[src/design/rmst_pkg.sv]
// shared types and constants for the range-minimum segment tree
package rmst_pkg;

	localparam int DATA_W = 32;

	// largest signed 32-bit value, the identity of the minimum
	localparam logic signed [DATA_W-1:0] MAX_VALUE = 32'sh7FFF_FFFF;

	// opcode field codes
	localparam logic OP_WRITE = 1'b0;
	localparam logic OP_QUERY = 1'b1;

	// operations of the shared compare unit
	// merge compares the right accumulator against the left one
	typedef enum logic [2:0] {
		MIN_NOP,
		MIN_INIT,
		MIN_LOAD_L,
		MIN_ACC_L,
		MIN_ACC_R,
		MIN_MERGE
	} min_op_t;

	// command from the sequencer to the compare unit
	typedef struct packed {
		min_op_t                   op;
		logic signed [DATA_W-1:0]  operand;
	} min_cmd_t;

endpackage

[src/design/rmst_min_unit.sv]
// shared signed minimum unit with left and right accumulators
module rmst_min_unit (
	input  logic                               clk,
	input  rmst_pkg::min_cmd_t                 cmd,
	output logic signed [rmst_pkg::DATA_W-1:0] res
);

	logic signed [rmst_pkg::DATA_W-1:0] lv_q;
	logic signed [rmst_pkg::DATA_W-1:0] rv_q;
	logic signed [rmst_pkg::DATA_W-1:0] acc_sel;
	logic signed [rmst_pkg::DATA_W-1:0] operand_sel;

	// the one comparator: accumulator against operand, or right against left on merge
	always_comb begin
		acc_sel     = (cmd.op == rmst_pkg::MIN_ACC_R || cmd.op == rmst_pkg::MIN_MERGE) ?
			rv_q : lv_q;
		operand_sel = (cmd.op == rmst_pkg::MIN_MERGE) ? lv_q : cmd.operand;
		res         = (acc_sel < operand_sel) ? acc_sel : operand_sel;
	end

	// accumulator update
	always_ff @(posedge clk) begin
		unique case (cmd.op)
			rmst_pkg::MIN_INIT: begin
				lv_q <= rmst_pkg::MAX_VALUE;
				rv_q <= rmst_pkg::MAX_VALUE;
			end
			rmst_pkg::MIN_LOAD_L: lv_q <= cmd.operand;
			rmst_pkg::MIN_ACC_L:  lv_q <= res;
			rmst_pkg::MIN_ACC_R:  rv_q <= res;
			default: begin
			end
		endcase
	end

endmodule

[config.mk]
export PLATFORM = sky130hd
export DESIGN_NAME = rmst_min_unit
export DESIGN_NICKNAME = d
export VERILOG_FILES = /design/src/design/rmst_pkg.sv /design/src/design/rmst_min_unit.sv
export SDC_FILE = /design/constraint.sdc
export NUM_CORES = 1
export LEC_CHECK = 0
export BUFFER_PORTS_ARGS = -buffer_cell sky130_fd_sc_hd__buf_2
export CAP_MARGIN = 20
export CORE_MARGIN = 4
export CORE_UTILIZATION = 45
export CTS_BUF_LIST = sky130_fd_sc_hd__clkbuf_16
export DETAILED_ROUTE_END_ITERATION = 16
export GPL_TIMING_DRIVEN = 0
export PLACE_DENSITY = 0.65
export RECOVER_POWER = 100
export SLEW_MARGIN = 10
export SYNTH_ARGS = -nofsm -noshare
export SYNTH_HDL_FRONTEND = slang
export SYNTH_SLANG_ARGS = --single-unit
[constraint.sdc]
create_clock -name clk -period 7.2 [get_ports clk]
set_input_delay 0.72 -clock clk [delete_from_list [all_inputs] [get_ports clk]]
set_output_delay 0.72 -clock clk [all_outputs]
set_load 0.005 [all_outputs]
==> results of run 1 <==
[path summary, 6_finish.rpt]
path,startpoint,endpoint,slack [ns],cells past startpoint
hold reg to reg,lv_q[4],lv_q[4],0.70,2
setup reg to reg,lv_q[31],rv_q[10],2.50,13
setup / recovery,cmd[32],res[22],0.71,16
hold / removal,cmd[9],lv_q[9],0.70,2
[state kept, by name (all words and copies together), names as in the netlist]
| register | count |
|---|---|
| lv_q | 32 |
| rv_q | 32 |
[routing by layer]
metal | GRT usage, % | routed length [um] | share of wire [%]
met1 | 31.6 | 6090 | 44
met2 | 39.6 | 6420 | 46
met3 | 3.96 | 1080 | 7.8
met4 | 7.74 | 295 | 2.1
met5 | 0 | 0 | 0
[cell usage in the layout (no fill, tap or decap), types with 9 or more instances in the layout]
master	n
ha_1	31
a211o_1	30
edfxtp_1	64
and3_1	31
nand2_1	102
clkbuf_1	57
o21ai_0	33
clkbuf_16	9
nor2_1	75
a21oi_1	46
buf_2	43
mux2i_1	33
[power by group]
| part | switching [mW] | internal [mW] |
|---|---|---|
| clock network | 0.164 | 0.297 |
| registers | 0.00788 | 0.434 |
| logic | 0.237 | 0.126 |
[through the flow]
step	hold WS [ns]	total power [mW]	instances	cell area [um^2]	utilization (%)
finish	0.701	1.26	751	5420	53.0
global route	0.697	1.33	751	5420	53.0
floorplan	0.659	0.689	530	4690	-
CTS	0.697	1.29	751	5570	54.5
global placement	0.674	0.823	733	5200	50.8
detailed placement	0.686	0.832	735	5270	51.5
[final cells by class]
type	count	area, um^2
fill	995	4810
multi-input combinational	427	2550
sequential	64	1920
timing repair buffer	69	310
clock buffer	9	225
tap	136	170
buffer	38	159
clock inverter	7	78.8
inverter	1	3.75
[cells by family after synthesis]
logic type,count (synthesis),share of synthesized area [%]
multiplexers,33,7.04
buffers and inverters,39,4.16
XOR/XNOR,1,0.187
AND/OR/NAND/NOR,232,21.3
adder cells (fa/ha/maj),31,8.27
flip-flops,64,41.0
AO/OA/AOI/OAI,130,18.1
==> impl_metrics.json, run 1 <==
{
  "crit_slowest_cell": "clkbuf_1",
  "ys_types": 39,
  "wire_per_inst_um": 18.5,
  "path_clk_slew_ns": 0.06,
  "cp.required_ns": 6.48,
  "place_ws_ns": 1.20,
  "worst_slack_ns": 0.714,
  "tightest_slew_ns": 1.94,
  "setup_viol": 0,
  "gp_congestion": 0.866,
  "drc": 0,
  "slew_viol_final": 11,
  "synthCells": 530,
  "synth_top_area_share_pct": 41.0,
  "clock_path_buffers": 2,
  "n_antenna_cell": 0,
  "cts_root_buffer": "clkbuf_16",
  "critPathArrivalTime_ns": 5.77,
  "drtIter0Drc": 365,
  "synth_top_cell_by_area": "edfxtp_1",
  "cts_resized": 0,
  "critPathMaxStageDelay_ns": 0.72,
  "htreeDepth": 3,
  "hold_viol": 0,
  "initial_core_util_pct": 45.9,
  "skew_ns": 0.00813,
  "netlist_area_um2": 4690,
  "port_buffers": 67,
  "antenna_found_initial": 0,
  "synth_top_cells_by_area": "edfxtp_1, ha_1, nand2_1, mux2i_1, nor2_1",
  "grt_overflow": 0,
  "crit_family": "buffers and inverters",
  "dieWidth_um": 110,
  "async_flop_share_pct": 0,
  "path_buf_inv": 7,
  "crit_top_cell": "clkbuf_1",
  "ir_worst_vdd_v": 0.000125,
  "start_kind": "primary input",
  "leakagePower_nw": 2.29,
  "endpoint_kind": "output pin",
  "vias": 4422,
  "power.density_nw_per_um2": 233,
  "core_um2": 10200,
  "period_needed_ns": 6.49,
  "die_height_um": 110,
  "grt_pass1_vias": 4308,
  "core.rowCount": 37,
  "dpl.hpwl_um": 9610,
  "path_cells": "clkbuf_1, clkbuf_1, nand2_1, clkbuf_1, mux2i_1, ha_1, clkbuf_1, nand3_1, nor4_1, o31a_1, o41a_1, clkbuf_1, clkbuf_1, nor2_1, a21oi_1, clkbuf_1",
  "rsz0062_at_grt": "no",
  "ys_ff_latch": 64,
  "syn-num-nets": 597,
  "maxCapViolCount": 1,
  "min_path_type": "primary input to flop",
  "synth_most_common_cell": "nand2_1",
  "first_pass_iters": 5,
  "setup_tns_ns": 0,
  "yosysSeqAreaShare_pct": 41.0,
  "ctsHoldBuffers": 0,
  "via_per_inst": 5.89,
  "nets": 677,
  "ys_top_cells_by_count": "nand2_1, nor2_1, edfxtp_1",
  "outcome": "finished with violations",
  "slew_headroom_pct": -30.8,
  "synth_ff_type": "edfxtp_1",
  "grt_pass1_wl_um": 21900,
  "drive_above_1_share_pct": 10.2,
  "insertion_delay_ns": 0.33,
  "final.period_utilization_pct": 90.1,
  "grt_usage_pct": 23.8,
  "wl_um": 13900,
  "synth_edf_count": 64,
  "violations": "capacitance limit, slew limit",
  "numCtsBuffers": 9,
  "cts_tree": "built",
  "cts.sinks": 64,
  "critPathMaxFanout": 10,
  "io_pins": 68,
  "clock.fmax_mhz": 154,
  "syn_avg_cell_area_um2": 8.85,
  "syn2layout_area_growth_pct": 15.5,
  "crit_type": "primary input to output pin",
  "yosys_warnings": 0,
  "cts_setup_buffers": 0,
  "grt_max_degree": 20,
  "antenna_left": 0,
  "dieArea_um2": 12100
}
Note: power is estimated with default switching activity, not from simulation.
==> run 2: changes to the inputs <==
==> constraint.sdc (replaced) <==
create_clock -name clk -period 8.01 [get_ports clk]
set_input_delay 0.801 -clock clk [delete_from_list [all_inputs] [get_ports clk]]
set_output_delay 0.801 -clock clk [all_outputs]
set_load 0.005 [all_outputs]
==> impl_metrics.json, run 2 (synthesis gave the netlist of run 1 again) <==
{
  "cts_root_buffer": "clkbuf_16",
  "crit_start": "cmd[32]",
  "pwr-share-clk_pct": 36.4,
  "antenna_found_initial": 0,
  "power.density_nw_per_um2": 210,
  "critPathArrivalTime_ns": 5.86,
  "grt_max_degree": 20,
  "final.period_utilization_pct": 83.2,
  "cp.required_ns": 7.21,
  "slew_viol_final": 11,
  "cts_setup_buffers": 0,
  "clock_path_buffers": 2,
  "tightest_slew_ns": 1.98,
  "internal_power_uw": 767,
  "wl_um": 14000,
  "vias": 4423,
  "dieWidth_um": 110,
  "grt_usage_pct": 23.8,
  "via_per_inst": 5.89,
  "insertion_delay_ns": 0.33,
  "slew_headroom_pct": -33.5,
  "cts.sinks": 64,
  "crit_type": "primary input to output pin",
  "r2r_cells": 13,
  "initial_core_util_pct": 45.9,
  "core.rowCount": 37,
  "final_util_pct": 52.8,
  "drtIter0Drc": 373,
  "p_sw_share_pct": 32.4,
  "die_height_um": 110,
  "p_sw_uw": 367,
  "layout_commonest_cell": "nand2_1",
  "ff2ff_setup_slack_ns": 3.00,
  "pwr-share-comb_pct": 28.6,
  "syn2layout_area_growth_pct": 15.2,
  "place_ws_ns": 1.85,
  "grt_overflow": 0,
  "io_pins": 68,
  "mostFrequentLayoutCells": "nand2_1, nor2_1, edfxtp_1, clkbuf_1, a21oi_1",
  "wire_per_inst_um": 18.6,
  "nets": 677,
  "critPathMaxFanout": 10,
  "outcome": "finished with violations",
  "numCtsBuffers": 9,
  "cts_resized": 0,
  "endpoint_kind": "output pin",
  "maxCapViolCount": 1,
  "violations": "capacitance limit, slew limit",
  "dpl.hpwl_um": 9610,
  "drive_above_1_share_pct": 9.76,
  "skew_ns": 0.00628,
  "antenna_left": 0,
  "first_pass_iters": 7,
  "setup_tns_ns": 0,
  "top_regs": "lv_q x32, rv_q x32",
  "r2r_start": "lv_q[31]",
  "worst_slack_ns": 1.35,
  "r2r_end": "rv_q[10]",
  "gp_congestion": 0.866,
  "path_clk_slew_ns": 0.05,
  "leakagePower_nw": 2.28,
  "dieArea_um2": 12100,
  "port_buffers": 67,
  "crit_end": "res[8]",
  "ctsHoldBuffers": 0,
  "ir_worst_vdd_v": 0.000112,
  "cts_tree": "built",
  "grt_pass1_vias": 4308,
  "rsz0062_at_grt": "no",
  "setup_viol": 0,
  "start_kind": "primary input",
  "final.fill_count": 998,
  "n_antenna_cell": 0,
  "hold_viol": 0,
  "drc": 0,
  "min_path_type": "flop to flop",
  "period_needed_ns": 6.66,
  "clock.fmax_mhz": 150,
  "grt_pass1_wl_um": 21900,
  "seqPwrFrac_pct": 35.0,
  "core_um2": 10200,
  "htreeDepth": 3
}
[run 2: cell types whose count changed in the layout (fill, tap and decap cells not counted)]
cell	delta
buf_4	-3
clkbuf_1	+3
[run 2: routing by layer]
layer	track usage [%]	vias up	share of wire, %	routed length (um)
met4	7.74	0	2.0	286
met2	39.6	182	46	6450
met5	0	-	0	0
li1	-	2108	-	-
met1	31.6	2109	44	6180
met3	3.96	24	7.5	1050
[run 2: how the worst min path moves through the flow]
stage / slack (ns) / to / startpoint / cells past startpoint
6_report: 0.70 / lv_q[4] / lv_q[4] / 2
5_1_grt: 0.72 / lv_q[19] / lv_q[19] / 2
4_1_cts: 0.70 / lv_q[2] / lv_q[2] / 2
3_5_place_dp: 0.69 / lv_q[17] / lv_q[17] / 2
3_3_place_gp: 0.67 / lv_q[5] / lv_q[5] / 2
2_1_floorplan: 0.66 / lv_q[10] / lv_q[10] / 2
[run 2: cell type report]
| type | count | area [um^2] | area share (%) |
|---|---|---|---|
| clock buffers | 9 | 225 | 4.17 |
| plain buffers | 38 | 148 | 2.73 |
| inverters | 1 | 3.75 | 0.0694 |
| flip-flops and latches | 64 | 1920 | 35.5 |
| clock inverters | 7 | 78.8 | 1.46 |
| multi-input cells | 427 | 2550 | 47.1 |
| repair buffers | 69 | 310 | 5.74 |
| well taps | 136 | 170 | 3.15 |
[run 2: power groups by stage]
stage / registers (mW) / logic (mW) / clock network [mW]
floorplan: 0.401 / 0.218 / 0
global placement: 0.404 / 0.336 / 0
detailed placement: 0.403 / 0.344 / 0
CTS: 0.396 / 0.347 / 0.417
global route: 0.398 / 0.363 / 0.430
finish: 0.397 / 0.324 / 0.413
[run 2: critical path: stages]
cell and delay, ns:
clkbuf_1 0.13, clkbuf_1 0.27, nand2_1 0.25, clkbuf_1 0.72, mux2i_1 0.22, ha_1 0.32
clkbuf_1 0.37, nand3_1 0.17, nor4_1 0.72, o31a_1 0.39, o41a_1 0.17, clkbuf_1 0.34
clkbuf_1 0.51, nor2_1 0.11, a21oi_1 0.20, clkbuf_1 0.14
[run 2: per-stage QoR]
stage,hold slack [ns],power [mW],instances,instance area [um^2]
finish,0.702,1.13,751,5410
global route,0.721,1.19,751,5410
global placement,0.674,0.740,733,5200
detailed placement,0.686,0.747,735,5270
CTS,0.702,1.16,751,5570
floorplan,0.659,0.619,530,4690
